File: src/hdl/pdr_pkg.sv
// Package for the planar dead-reckoning block: sequencer states, command and
// register codes, fixed-point constants, the arctangent table and saturation.
// No dependencies.
package pdr_pkg;

    localparam logic [1:0] CMD_SPEED   = 2'd0;
    localparam logic [1:0] CMD_HEADING = 2'd1;
    localparam logic [1:0] CMD_TICK    = 2'd2;
    localparam logic [1:0] CMD_UNKNOWN = 2'd3;

    localparam logic [1:0] CFG_DEADBAND = 2'd0;
    localparam logic [1:0] CFG_MPS      = 2'd1;
    localparam logic [1:0] CFG_INVERT   = 2'd2;

    localparam int TRIG_ITERATIONS = 16;
    localparam int TRIG_TABLE_LEN  = 24;
    localparam int CORDIC_STEPS    =
        (TRIG_ITERATIONS < TRIG_TABLE_LEN) ? TRIG_ITERATIONS : TRIG_TABLE_LEN;

    // bit-serial engine lengths
    localparam int MUL_STEPS = 24;
    localparam int DIV_STEPS = 56;

    localparam logic [37:0] SPEED_SCALE  = 38'd200000000000;
    localparam logic [43:0] SPEED_DIV    = 44'd5729577951306;
    localparam logic [43:0] SPEED_DIV2   = 44'd11459155902612;
    localparam logic [22:0] SPEED_MAX    = 23'd8388607;
    localparam logic [30:0] RATE_K       = 31'd1171270634;
    localparam logic [31:0] RAD_SCALE    = 32'd3373259426;
    localparam logic [14:0] TRIG_DEN     = 15'd18000;
    localparam logic [15:0] TRIG_DEN2    = 16'd36000;
    localparam logic [16:0] TICK_DEN     = 17'd100000;
    localparam logic [17:0] TICK_DEN2    = 18'd200000;
    localparam logic signed [33:0] CORDIC_START = 34'sd652032874;

    typedef enum logic [15:0] {
        ST_IDLE    = 16'h0001,
        ST_SPD_MUL = 16'h0002,
        ST_SPD_DIV = 16'h0004,
        ST_SPD_SCL = 16'h0008,
        ST_HDG_MUL = 16'h0010,
        ST_HDG_DIV = 16'h0020,
        ST_TRG_MUL = 16'h0040,
        ST_TRG_DIV = 16'h0080,
        ST_CORDIC  = 16'h0100,
        ST_COS_SET = 16'h0200,
        ST_VX_MUL  = 16'h0400,
        ST_VY_MUL  = 16'h0800,
        ST_DX_MUL  = 16'h1000,
        ST_DX_DIV  = 16'h2000,
        ST_DY_MUL  = 16'h4000,
        ST_DY_DIV  = 16'h8000
    } pdr_state_t;

    // atan(2^-i) in Q30 radians
    function automatic logic [29:0] atan_q30(input logic [4:0] i);
        logic [29:0] v;
        begin
            case (i)
                5'd0:  v = 30'd843314857;
                5'd1:  v = 30'd497837829;
                5'd2:  v = 30'd263043837;
                5'd3:  v = 30'd133525159;
                5'd4:  v = 30'd67021687;
                5'd5:  v = 30'd33543516;
                5'd6:  v = 30'd16775851;
                5'd7:  v = 30'd8388437;
                5'd8:  v = 30'd4194283;
                5'd9:  v = 30'd2097149;
                5'd10: v = 30'd1048576;
                5'd11: v = 30'd524288;
                5'd12: v = 30'd262144;
                5'd13: v = 30'd131072;
                5'd14: v = 30'd65536;
                5'd15: v = 30'd32768;
                5'd16: v = 30'd16384;
                5'd17: v = 30'd8192;
                5'd18: v = 30'd4096;
                5'd19: v = 30'd2048;
                5'd20: v = 30'd1024;
                5'd21: v = 30'd512;
                5'd22: v = 30'd256;
                5'd23: v = 30'd128;
                default: v = 30'd0;
            endcase
            return v;
        end
    endfunction

    function automatic logic signed [31:0] sat32(input logic signed [33:0] v);
        logic signed [31:0] r;
        begin
            if (v > 34'sd2147483647)
                r = 32'sh7FFFFFFF;
            else if (v < -34'sd2147483648)
                r = 32'sh80000000;
            else
                r = v[31:0];
            return r;
        end
    endfunction

endpackage

File: src/hdl/planar_dead_reckoning.sv
// Planar dead-reckoning odometry: top level with its sequencer and a shared
// bit-serial multiplier, restoring divider and CORDIC rotator.
// Depends on pdr_pkg.
//
// One item is one event and gives one result item with the state after it.
// A speed command (cmd 0) rounds |speed|/57.2958 to whole steps and scales
// them by metres_per_step_q16; a heading sample (cmd 1) stores the heading and
// derives the yaw rate from the wrapped change over elapsed_ticks; a tick
// (cmd 2) rotates the forward speed by the heading with a CORDIC and adds
// velocity times dt to the saturating positions. Arithmetic runs one bit per
// cycle. A command inside the deadband, a first or zero-time heading sample
// and an unknown cmd finish without using the arithmetic engines. One item
// is worked on at a time; in_ready is high only while the sequencer is idle
// and no finished result waits to be posted, and the result register lets
// the next item in while the previous result still waits for out_ready.
// Configuration writes are always taken and must come only while idle.
module planar_dead_reckoning
    import pdr_pkg::*;
(
    input  logic               clk,
    input  logic               rst_n,

    input  logic               cfg_valid,
    output logic               cfg_ready,
    input  logic [1:0]         cfg_index,
    input  logic [15:0]        cfg_data,

    input  logic               in_valid,
    output logic               in_ready,
    input  logic [1:0]         cmd,
    input  logic signed [15:0] speed_command,
    input  logic signed [16:0] heading_centideg,
    input  logic [16:0]        elapsed_ticks,

    output logic               out_valid,
    input  logic               out_ready,
    output logic signed [31:0] pos_x,
    output logic signed [31:0] pos_y,
    output logic signed [16:0] heading_out,
    output logic signed [31:0] vel_x,
    output logic signed [31:0] vel_y,
    output logic signed [31:0] yaw_rate,
    output logic               rate_invalid
);

    pdr_state_t state_reg;
    logic       done_reg;       // result of the current item is ready to post

    // configuration
    logic [14:0] deadband_reg;
    logic [15:0] mps_reg;
    logic        invert_reg;

    // odometry state
    logic signed [31:0] pos_x_reg, pos_y_reg, vel_x_reg, vel_y_reg, yaw_reg;
    logic signed [16:0] hdg_reg;
    logic signed [23:0] fwd_reg;
    logic               seen_reg;

    // per-item scratch
    logic [16:0] elapsed_reg;
    logic        sgn_reg;
    logic        flip_reg;
    logic        invalid_reg;

    // serial engines
    logic [63:0] mul_a_reg, acc_reg;
    logic [23:0] mul_b_reg;
    logic [55:0] num_reg, quo_reg;
    logic [47:0] rem_reg, den_reg;
    logic [5:0]  cnt_reg;
    logic signed [33:0] cx_reg, cy_reg, cz_reg;

    // result register
    logic               out_valid_reg;
    logic signed [31:0] res_pos_x_reg, res_pos_y_reg, res_vel_x_reg, res_vel_y_reg;
    logic signed [31:0] res_yaw_reg;
    logic signed [16:0] res_hdg_reg;
    logic               res_invalid_reg;

    // ---------------- multiplier: one multiplier bit per cycle
    logic [63:0] mul_acc_next;
    logic        mul_last;
    assign mul_acc_next = acc_reg + (mul_b_reg[0] ? mul_a_reg : 64'd0);
    assign mul_last     = (cnt_reg == 6'(MUL_STEPS - 1));

    // ---------------- restoring divider: one quotient bit per cycle
    logic [48:0] div_trial, div_diff;
    logic        div_ge, div_last;
    logic [55:0] quo_next;
    logic [47:0] rem_next;
    assign div_trial = {rem_reg, num_reg[55]};
    assign div_diff  = div_trial - {1'b0, den_reg};
    assign div_ge    = (div_trial >= {1'b0, den_reg});
    assign rem_next  = div_ge ? div_diff[47:0] : div_trial[47:0];
    assign quo_next  = {quo_reg[54:0], div_ge};
    assign div_last  = (cnt_reg == 6'(DIV_STEPS - 1));

    // ---------------- speed command on entry
    logic signed [16:0] spd_ext;
    logic [16:0]        spd_mag;
    logic               spd_live;
    assign spd_ext  = {speed_command[15], speed_command};
    assign spd_mag  = speed_command[15] ? 17'(-spd_ext) : 17'(spd_ext);
    assign spd_live = (spd_mag > {2'b00, deadband_reg});

    // ---------------- heading change on entry, wrapped once
    logic signed [17:0] hd_diff, hd_wrap;
    logic [16:0]        hd_mag;
    always_comb
    begin
        hd_diff = 18'(heading_centideg) - 18'(hdg_reg);
        if (hd_diff > 18'sd18000)
            hd_wrap = hd_diff - 18'sd36000;
        else if (hd_diff < -18'sd18000)
            hd_wrap = hd_diff + 18'sd36000;
        else
            hd_wrap = hd_diff;
        hd_mag = hd_wrap[17] ? 17'(-hd_wrap) : 17'(hd_wrap);
    end

    // ---------------- trig argument: reduce mod 36000, fold into +-9000
    logic signed [17:0] tr_a, tr_b, tr_c, tr_d, tr_r;
    logic               tr_flip;
    logic [13:0]        tr_mag;
    always_comb
    begin
        tr_a = 18'(hdg_reg);
        tr_b = (tr_a < 18'sd0) ? tr_a + 18'sd36000 : tr_a;
        tr_c = (tr_b < 18'sd0) ? tr_b + 18'sd36000 : tr_b;
        tr_d = (tr_c >= 18'sd36000) ? tr_c - 18'sd36000 : tr_c;
        if (tr_d >= 18'sd18000)
            tr_d = tr_d - 18'sd36000;
        tr_flip = 1'b0;
        tr_r    = tr_d;
        if (tr_d > 18'sd9000)
        begin
            tr_r    = tr_d - 18'sd18000;
            tr_flip = 1'b1;
        end
        else if (tr_d < -18'sd9000)
        begin
            tr_r    = tr_d + 18'sd18000;
            tr_flip = 1'b1;
        end
        tr_mag = tr_r[17] ? 14'(-tr_r) : 14'(tr_r);
    end

    // ---------------- CORDIC rotation step
    logic signed [33:0] cd_dx, cd_dy, cd_at;
    logic               cd_last;
    assign cd_dx   = cy_reg >>> cnt_reg;
    assign cd_dy   = cx_reg >>> cnt_reg;
    assign cd_at   = signed'({4'b0000, atan_q30(cnt_reg[4:0])});
    assign cd_last = (cnt_reg == 6'(CORDIC_STEPS - 1));

    // ---------------- cosine / sine magnitudes and forward speed magnitude
    logic signed [33:0] cs_c, cs_s;
    logic [33:0]        cs_c_mag, cs_s_mag;
    logic [23:0]        fwd_mag;
    assign cs_c     = flip_reg ? -cx_reg : cx_reg;
    assign cs_s     = flip_reg ? -cy_reg : cy_reg;
    assign cs_c_mag = cs_c[33] ? 34'(-cs_c) : 34'(cs_c);
    assign cs_s_mag = cs_s[33] ? 34'(-cs_s) : 34'(cs_s);
    assign fwd_mag  = fwd_reg[23] ? 24'(-fwd_reg) : 24'(fwd_reg);

    // velocity = floor((speed * trig + 2^29) / 2^30)
    logic signed [57:0] vr_p, vr_sig, vr_sum;
    logic signed [31:0] vr_val;
    assign vr_p   = signed'({2'b00, mul_acc_next[55:0]});
    assign vr_sig = sgn_reg ? -vr_p : vr_p;
    assign vr_sum = vr_sig + 58'sd536870912;
    assign vr_val = 32'(vr_sum >>> 30);

    logic [31:0] vx_mag, vy_mag;
    assign vx_mag = vel_x_reg[31] ? 32'(-vel_x_reg) : 32'(vel_x_reg);
    assign vy_mag = vel_y_reg[31] ? 32'(-vel_y_reg) : 32'(vel_y_reg);

    // position step with saturation
    logic signed [33:0] dp_q, dp_d, px_sum, py_sum;
    assign dp_q   = signed'(quo_next[33:0]);
    assign dp_d   = sgn_reg ? -dp_q : dp_q;
    assign px_sum = 34'(pos_x_reg) + dp_d;
    assign py_sum = 34'(pos_y_reg) + dp_d;

    // yaw rate clamp
    logic        rt_big_n, rt_big_p;
    logic [31:0] rt_n;
    assign rt_big_n = (|quo_next[55:32]) || (quo_next[31:0] > 32'h80000000);
    assign rt_n     = rt_big_n ? 32'h80000000 : quo_next[31:0];
    assign rt_big_p = |quo_next[55:31];

    // speed scale clamp
    logic [22:0]        sp_m;
    logic signed [23:0] sp_v;
    assign sp_m = (|mul_acc_next[63:23]) ? SPEED_MAX : mul_acc_next[22:0];
    assign sp_v = (sgn_reg ^ invert_reg) ? -signed'({1'b0, sp_m}) : signed'({1'b0, sp_m});

    assign cfg_ready = 1'b1;
    assign in_ready  = (state_reg == ST_IDLE) && !done_reg;

    always_ff @(posedge clk or negedge rst_n)
    begin
        if (!rst_n)
        begin
            state_reg     <= ST_IDLE;
            done_reg      <= 1'b0;
            out_valid_reg <= 1'b0;
            deadband_reg  <= 15'd1;
            mps_reg       <= 16'd2032;
            invert_reg    <= 1'b1;
            pos_x_reg     <= '0;
            pos_y_reg     <= '0;
            vel_x_reg     <= '0;
            vel_y_reg     <= '0;
            yaw_reg       <= '0;
            hdg_reg       <= '0;
            fwd_reg       <= '0;
            seen_reg      <= 1'b0;
        end
        else
        begin
            // configuration writes
            if (cfg_valid)
            begin
                case (cfg_index)
                    CFG_DEADBAND: deadband_reg <= cfg_data[14:0];
                    CFG_MPS:      mps_reg      <= cfg_data;
                    CFG_INVERT:   invert_reg   <= cfg_data[0];
                    default: ;
                endcase
            end

            // drop a taken result
            if (out_valid_reg && out_ready)
                out_valid_reg <= 1'b0;

            // post the finished item once the result register is free
            if (done_reg && (!out_valid_reg || out_ready))
            begin
                done_reg        <= 1'b0;
                out_valid_reg   <= 1'b1;
                res_pos_x_reg   <= pos_x_reg;
                res_pos_y_reg   <= pos_y_reg;
                res_hdg_reg     <= hdg_reg;
                res_vel_x_reg   <= vel_x_reg;
                res_vel_y_reg   <= vel_y_reg;
                res_yaw_reg     <= yaw_reg;
                res_invalid_reg <= invalid_reg;
            end

            case (state_reg)
                ST_IDLE:
                begin
                    if (in_valid && in_ready)
                    begin
                        elapsed_reg <= elapsed_ticks;
                        invalid_reg <= 1'b0;
                        acc_reg     <= '0;
                        cnt_reg     <= '0;
                        case (cmd)
                            CMD_SPEED:
                            begin
                                sgn_reg <= speed_command[15];
                                if (spd_live)
                                begin
                                    mul_a_reg <= 64'(SPEED_SCALE);
                                    mul_b_reg <= 24'(spd_mag);
                                    state_reg <= ST_SPD_MUL;
                                end
                                else
                                begin
                                    fwd_reg  <= '0;
                                    done_reg <= 1'b1;
                                end
                            end
                            CMD_HEADING:
                            begin
                                hdg_reg <= heading_centideg;
                                sgn_reg <= hd_wrap[17];
                                if (!seen_reg)
                                begin
                                    seen_reg <= 1'b1;
                                    yaw_reg  <= '0;
                                    done_reg <= 1'b1;
                                end
                                else if (elapsed_ticks == 17'd0)
                                begin
                                    invalid_reg <= 1'b1;
                                    done_reg    <= 1'b1;
                                end
                                else
                                begin
                                    mul_a_reg <= 64'(RATE_K);
                                    mul_b_reg <= 24'(hd_mag);
                                    state_reg <= ST_HDG_MUL;
                                end
                            end
                            CMD_TICK:
                            begin
                                sgn_reg   <= tr_r[17];
                                flip_reg  <= tr_flip;
                                mul_a_reg <= 64'(RAD_SCALE);
                                mul_b_reg <= 24'(tr_mag);
                                state_reg <= ST_TRG_MUL;
                            end
                            default: done_reg <= 1'b1;
                        endcase
                    end
                end

                ST_SPD_MUL, ST_HDG_MUL, ST_TRG_MUL, ST_VX_MUL, ST_VY_MUL,
                ST_DX_MUL, ST_DY_MUL, ST_SPD_SCL:
                begin
                    // one multiplier bit per cycle
                    acc_reg   <= mul_acc_next;
                    mul_a_reg <= {mul_a_reg[62:0], 1'b0};
                    mul_b_reg <= {1'b0, mul_b_reg[23:1]};
                    cnt_reg   <= cnt_reg + 6'd1;
                    if (mul_last)
                    begin
                        cnt_reg <= '0;
                        rem_reg <= '0;
                        quo_reg <= '0;
                        acc_reg <= '0;
                        case (state_reg)
                            ST_SPD_MUL:
                            begin
                                num_reg   <= 56'(mul_acc_next) + 56'(SPEED_DIV);
                                den_reg   <= 48'(SPEED_DIV2);
                                state_reg <= ST_SPD_DIV;
                            end
                            ST_SPD_SCL:
                            begin
                                fwd_reg   <= sp_v;
                                done_reg  <= 1'b1;
                                state_reg <= ST_IDLE;
                            end
                            ST_HDG_MUL:
                            begin
                                num_reg   <= {mul_acc_next[54:0], 1'b0}
                                             + 56'({elapsed_reg, 10'd0});
                                den_reg   <= 48'({elapsed_reg, 11'd0});
                                state_reg <= ST_HDG_DIV;
                            end
                            ST_TRG_MUL:
                            begin
                                num_reg   <= {mul_acc_next[54:0], 1'b0} + 56'(TRIG_DEN);
                                den_reg   <= 48'(TRIG_DEN2);
                                state_reg <= ST_TRG_DIV;
                            end
                            ST_VX_MUL:
                            begin
                                vel_x_reg <= vr_val;
                                sgn_reg   <= cs_s[33] ^ fwd_reg[23];
                                mul_a_reg <= 64'(cs_s_mag);
                                mul_b_reg <= fwd_mag;
                                state_reg <= ST_VY_MUL;
                            end
                            ST_VY_MUL:
                            begin
                                vel_y_reg <= vr_val;
                                sgn_reg   <= vel_x_reg[31];
                                mul_a_reg <= 64'(vx_mag);
                                mul_b_reg <= 24'(elapsed_reg);
                                state_reg <= ST_DX_MUL;
                            end
                            ST_DX_MUL, ST_DY_MUL:
                            begin
                                num_reg   <= {mul_acc_next[54:0], 1'b0} + 56'(TICK_DEN);
                                den_reg   <= 48'(TICK_DEN2);
                                state_reg <= (state_reg == ST_DX_MUL) ? ST_DX_DIV
                                                                      : ST_DY_DIV;
                            end
                            default: state_reg <= ST_IDLE;
                        endcase
                    end
                end

                ST_SPD_DIV, ST_HDG_DIV, ST_TRG_DIV, ST_DX_DIV, ST_DY_DIV:
                begin
                    // one quotient bit per cycle
                    rem_reg <= rem_next;
                    quo_reg <= quo_next;
                    num_reg <= {num_reg[54:0], 1'b0};
                    cnt_reg <= cnt_reg + 6'd1;
                    if (div_last)
                    begin
                        cnt_reg <= '0;
                        acc_reg <= '0;
                        case (state_reg)
                            ST_SPD_DIV:
                            begin
                                mul_a_reg <= 64'(mps_reg);
                                mul_b_reg <= quo_next[23:0];
                                state_reg <= ST_SPD_SCL;
                            end
                            ST_HDG_DIV:
                            begin
                                if (sgn_reg)
                                    yaw_reg <= signed'(-rt_n);
                                else
                                    yaw_reg <= rt_big_p ? 32'sh7FFFFFFF
                                                        : signed'(quo_next[31:0]);
                                done_reg  <= 1'b1;
                                state_reg <= ST_IDLE;
                            end
                            ST_TRG_DIV:
                            begin
                                cz_reg    <= sgn_reg ? -signed'(quo_next[33:0])
                                                     : signed'(quo_next[33:0]);
                                cx_reg    <= CORDIC_START;
                                cy_reg    <= '0;
                                state_reg <= ST_CORDIC;
                            end
                            ST_DX_DIV:
                            begin
                                pos_x_reg <= sat32(px_sum);
                                sgn_reg   <= vel_y_reg[31];
                                mul_a_reg <= 64'(vy_mag);
                                mul_b_reg <= 24'(elapsed_reg);
                                state_reg <= ST_DY_MUL;
                            end
                            ST_DY_DIV:
                            begin
                                pos_y_reg <= sat32(py_sum);
                                done_reg  <= 1'b1;
                                state_reg <= ST_IDLE;
                            end
                            default: state_reg <= ST_IDLE;
                        endcase
                    end
                end

                ST_CORDIC:
                begin
                    // rotate toward zero residual angle
                    if (!cz_reg[33])
                    begin
                        cx_reg <= cx_reg - cd_dx;
                        cy_reg <= cy_reg + cd_dy;
                        cz_reg <= cz_reg - cd_at;
                    end
                    else
                    begin
                        cx_reg <= cx_reg + cd_dx;
                        cy_reg <= cy_reg - cd_dy;
                        cz_reg <= cz_reg + cd_at;
                    end
                    cnt_reg <= cnt_reg + 6'd1;
                    if (cd_last)
                    begin
                        cnt_reg   <= '0;
                        state_reg <= ST_COS_SET;
                    end
                end

                ST_COS_SET:
                begin
                    sgn_reg   <= cs_c[33] ^ fwd_reg[23];
                    mul_a_reg <= 64'(cs_c_mag);
                    mul_b_reg <= fwd_mag;
                    acc_reg   <= '0;
                    cnt_reg   <= '0;
                    state_reg <= ST_VX_MUL;
                end

                default: state_reg <= ST_IDLE;
            endcase
        end
    end

    assign out_valid    = out_valid_reg;
    assign pos_x        = res_pos_x_reg;
    assign pos_y        = res_pos_y_reg;
    assign heading_out  = res_hdg_reg;
    assign vel_x        = res_vel_x_reg;
    assign vel_y        = res_vel_y_reg;
    assign yaw_rate     = res_yaw_reg;
    assign rate_invalid = res_invalid_reg;

endmodule
File: config.mk
export PLATFORM = sky130hd
export DESIGN_NAME = planar_dead_reckoning
export DESIGN_NICKNAME = d
export VERILOG_FILES = /design/src/hdl/pdr_pkg.sv /design/src/hdl/planar_dead_reckoning.sv
export SDC_FILE = /design/constraint.sdc
export NUM_CORES = 2
export LEC_CHECK = 0
export ABC_AREA = 1
export BUFFER_PORTS_ARGS = -buffer_cell sky130_fd_sc_hd__buf_2
export CORE_UTILIZATION = 45
export DETAILED_ROUTE_END_ITERATION = 16
export PLACE_DENSITY = 0.73
export SETUP_SLACK_MARGIN = 0.1
export SYNTH_ARGS = -nofsm -noshare
export SYNTH_HDL_FRONTEND = slang
export SYNTH_SLANG_ARGS = --single-unit
File: constraint.sdc
create_clock -name clk -period 24.4 [get_ports clk]
set_input_delay 0 -clock clk [delete_from_list [all_inputs] [get_ports clk]]
set_output_delay 0 -clock clk [all_outputs]
set_load 0.01 [all_outputs]
==> qor.tcl <==
set qor(result_of_the_run) {finished, final reports clean}
set qor(cts.clk_slew.worst_paths_ps) 60
set qor(mappedNetlistNets) 10900
set qor(finalHoldViolations) 0
set qor(cp_max_fo) 29
set qor(detail_route.first_pass.iterations) 10
set qor(drt_iter0_drcs) 9480
set qor(groute.usage.overall) 0.329
set qor(grt_start_max_net_pins) 114
set qor(timing.hold.worst.start) {heading_centideg[7]}
set qor(final_count_of_negative_setup_slack_endpoints) 0
set qor(drc) 0
set qor(worstSetupStartpointType) {flop}
set qor(worst-r2r-setup-slack_ps) 13620
set qor(layout-area-overhead-vs-synth_pct) 10.9
set qor(fp-row-count) 149
set qor(critPathMaxStageDelay_ps) 760
set qor(place_hpwl_um) 219000
set qor(synthCells) 10500
set qor(clock_tree.htree_level_count) 3
set qor(timing.max_slew.rel_slack) 0.0797
set qor(tritoncts_num_sinks) 905
set qor(synthDistinctLibCells) 86
set qor(io_pins) 256
set qor(post_cts_buffers) 0
set qor(route.antenna.remaining_nets) 0
set qor(timing.critical_path.mode_cell) {a21oi_1}
set qor(max-clock-path-buffers) 3
set qor(met2_length_um) 122000
set qor(grt_first_pass_wirelength_um) 425000
set qor(synthesized_area_per_cell_um2) 7.13
set qor(reg2reg_from) {den_reg[41]$_DFFE_PP_}
set qor(postSynth.asyncResetShare) 0.270
set qor(place.gp.congestion) 1.06
set qor(cts_root_buffer) {clkbuf_16}
set qor(path_type_of_the_worst_setup_path) {flop to flop}
set qor(die_x_um) 409
set qor(required_time_at_the_worst_slack_endpoint_ps) 25020
set qor(critical_path.reg2reg.endpoint) {pos_y_reg[5]$_DFFE_PN0P_}
set qor(synth.yosys.warnings) 0
set qor(syn-cell-area_mm2) 0.0746
set qor(cts_tree) {done}
set qor(fin_crit_ps) 10780
set qor(antenna_violations_before_repair) 13
set qor(wl_um) 285000
set qor(slew_violations) 0
set qor(grt_setup_unrepaired) {false}
set qor(tns_ps) 0
set qor(core-area_mm2) 0.165
set qor(final.period_utilization) 0.442
set qor(synth-edff-count) 631
set qor(worst_clock_skew_ps) 46.5
set qor(fmaxAchievable_mhz) 92.8
set qor(numPortBuffers) 254
set qor(ys_dominant_reg_cell) {edfxtp_1}
set qor(hold_path_class) {input pin to flop}
set qor(detail_routed_net_length_per_standard_cell_um) 22.0
set qor(clock_latency_of_the_later_clocked_register_in_the_worst_skew_pair_ps) 790
set qor(start_util) 0.453
set qor(num_vias) 76100
set qor(wirelength_met1_um) 118000
set qor(dieArea_mm2) 0.167
set qor(final_layout_size_suffix_gt1_frac) 0.0714
set qor(timing.reg2reg.worst_path_depth) 44
set qor(highest_layer) {met5}
set qor(grt.overflow.total) 0
set qor(slowest_cell_on_the_critical_path) {inv_1}
set qor(cts_buffers) 106
set qor(cap_violations) 0
set qor(timing_worst_slew_pin_value_ps) 1370
set qor(via_count_normalized_by_instance_count) 5.86
set qor(min_delay_worst_endpoint) {hdg_reg[7]$_DFFE_PN0P_}
set qor(worstPathArrival_ps) 11400
set qor(fp.dieH_um) 409
set qor(met3_length_um) 32000
set qor(grt_pass1_vias) 70600
set qor(num-nets-final) 11100
set qor(ys_seq_elements) 905
set qor(worst_hold_path_stage_count) 3
set qor(synth.yosys.seq_area_share) 0.344
set qor(end_kind) {flop}
[worst max path at each step]
stage	slack (ps)	end	startpoint	cells past startpoint
2_1_floorplan	11550	heading_out[0]$_DFFE_PP_	out_valid$_DFFE_PN0P_	3
3_3_place_gp	14290	pos_y_reg[13]$_DFFE_PN0P_	den_reg[41]$_DFFE_PP_	44
3_5_place_dp	14000	pos_y_reg[5]$_DFFE_PN0P_	den_reg[41]$_DFFE_PP_	44
4_1_cts	13930	pos_y_reg[12]$_DFFE_PN0P_	den_reg[41]$_DFFE_PP_	44
5_1_grt	12700	pos_y_reg[12]$_DFFE_PN0P_	den_reg[41]$_DFFE_PP_	44
6_report	13620	pos_y_reg[5]$_DFFE_PN0P_	den_reg[41]$_DFFE_PP_	44
[synthesized netlist by cell type, types with 29 or more instances]
master,number,area (µm²)
xor2_1,399,3490
o21a_1,29,218
clkbuf_1,247,927
nand3_1,525,2630
dfrtp_1,234,5860
ha_1,356,4450
nor4_1,57,357
o21ai_1,31,155
inv_1,1351,5070
a31oi_1,78,488
a2bb2oi_1,58,508
xnor2_1,129,1130
o22ai_1,29,181
a21oi_1,705,3530
nand4_1,134,838
or2_2,55,344
o31ai_1,36,270
dfxtp_1,30,601
nor3_1,253,1270
edfxtp_1,631,18900
o21ai_0,885,4430
o211ai_1,92,691
nand2_1,2223,8340
nor2_1,1268,4760
buf_1,44,165
clkinv_1,29,109
mux2i_1,40,400
nand2_2,39,244
o21bai_1,38,285
[cells in the final DEF, fill, tap and decap left out, types with 31 or more instances in the layout]
cell type | synthesis | routed
o31ai_1 | 36 | 36
xor2_1 | 399 | 398
clkinv_1 | 29 | 35
nor2_1 | 1268 | 1260
ha_1 | 356 | 356
o21ai_0 | 885 | 884
dlygate4sd3_1 | 0 | 89
xnor2_1 | 129 | 129
nand2_1 | 2223 | 2223
dfrtp_1 | 234 | 234
buf_4 | 11 | 111
nand3_1 | 525 | 524
a2bb2oi_1 | 58 | 58
or2_2 | 55 | 55
clkbuf_16 | 0 | 117
mux2i_1 | 40 | 40
buf_2 | 21 | 253
inv_1 | 1351 | 1348
nand2_2 | 39 | 39
nand4_1 | 134 | 134
o211ai_1 | 92 | 92
a21oi_1 | 705 | 704
edfxtp_1 | 631 | 631
nor4_1 | 57 | 56
o21bai_1 | 38 | 38
a31oi_1 | 78 | 78
nor3_1 | 253 | 246
clkbuf_1 | 247 | 31
[critical path: cells and delay by family, from the launching register on]
family	cells	cell delay (ps)
flops	1	390
xor+xnor	2	300
compound gates	24	5380
simple gates	9	1430
buf+inv	6	2110
fa+ha+maj	3	1000
[layout make-up]
| cell class | instances | area [µm²] |
|---|---|---|
| Antenna cell | 3 | 7.51 |
| Clock buffer | 156 | 3150 |
| Clock inverter | 44 | 509 |
| Fill cell | 16300 | 82000 |
| Inverter | 1405 | 5280 |
| Multi-Input combinational cell | 7824 | 42400 |
| Sequential cell | 905 | 25700 |
| Tap cell | 2189 | 2740 |
| Timing Repair Buffer | 455 | 3030 |
[through the flow]
stage | instances | cell area (µm²) | setup WS (ps) | util | hold WS (ps)
2_1_floorplan | 10500 | 74600 | 11550 | - | -296
3_3_place_gp | 12700 | 78200 | 14290 | 0.474 | 28.9
3_5_place_dp | 12700 | 78200 | 14000 | 0.474 | 31.5
4_1_cts | 13000 | 82800 | 13930 | 0.502 | 14.5
5_1_grt | 13000 | 82800 | 12700 | 0.502 | 56.1
6_report | 13000 | 82800 | 13620 | 0.502 | 58.1
[metal layers]
metal	up-vias	GRT usage
li1	35700	-
met1	35500	0.446
met2	4183	0.497
met3	744	0.0788
met4	14	0.141
met5	-	0
[cells by family after synthesis]
kind of cell	synth area share
AOI/OAI and AO/OA	0.171
xor gates and xnor gates	0.0629
adders and majority gates	0.0619
buffers and inverters	0.0893
DFF	0.344
muxes	0.00793
other	0.0000503
and+or+nand+nor	0.263
[timing repair]
action / 4_1_cts / 5_1_grt
hold buffers: 90 / 0
hold endpoints to repair: 194 / 0
gates resized for setup: 0 / 0
Power is left out: the tool's default activity adds up to more than one toggle a clock period on the data nets, which glitch-free logic cannot reach.
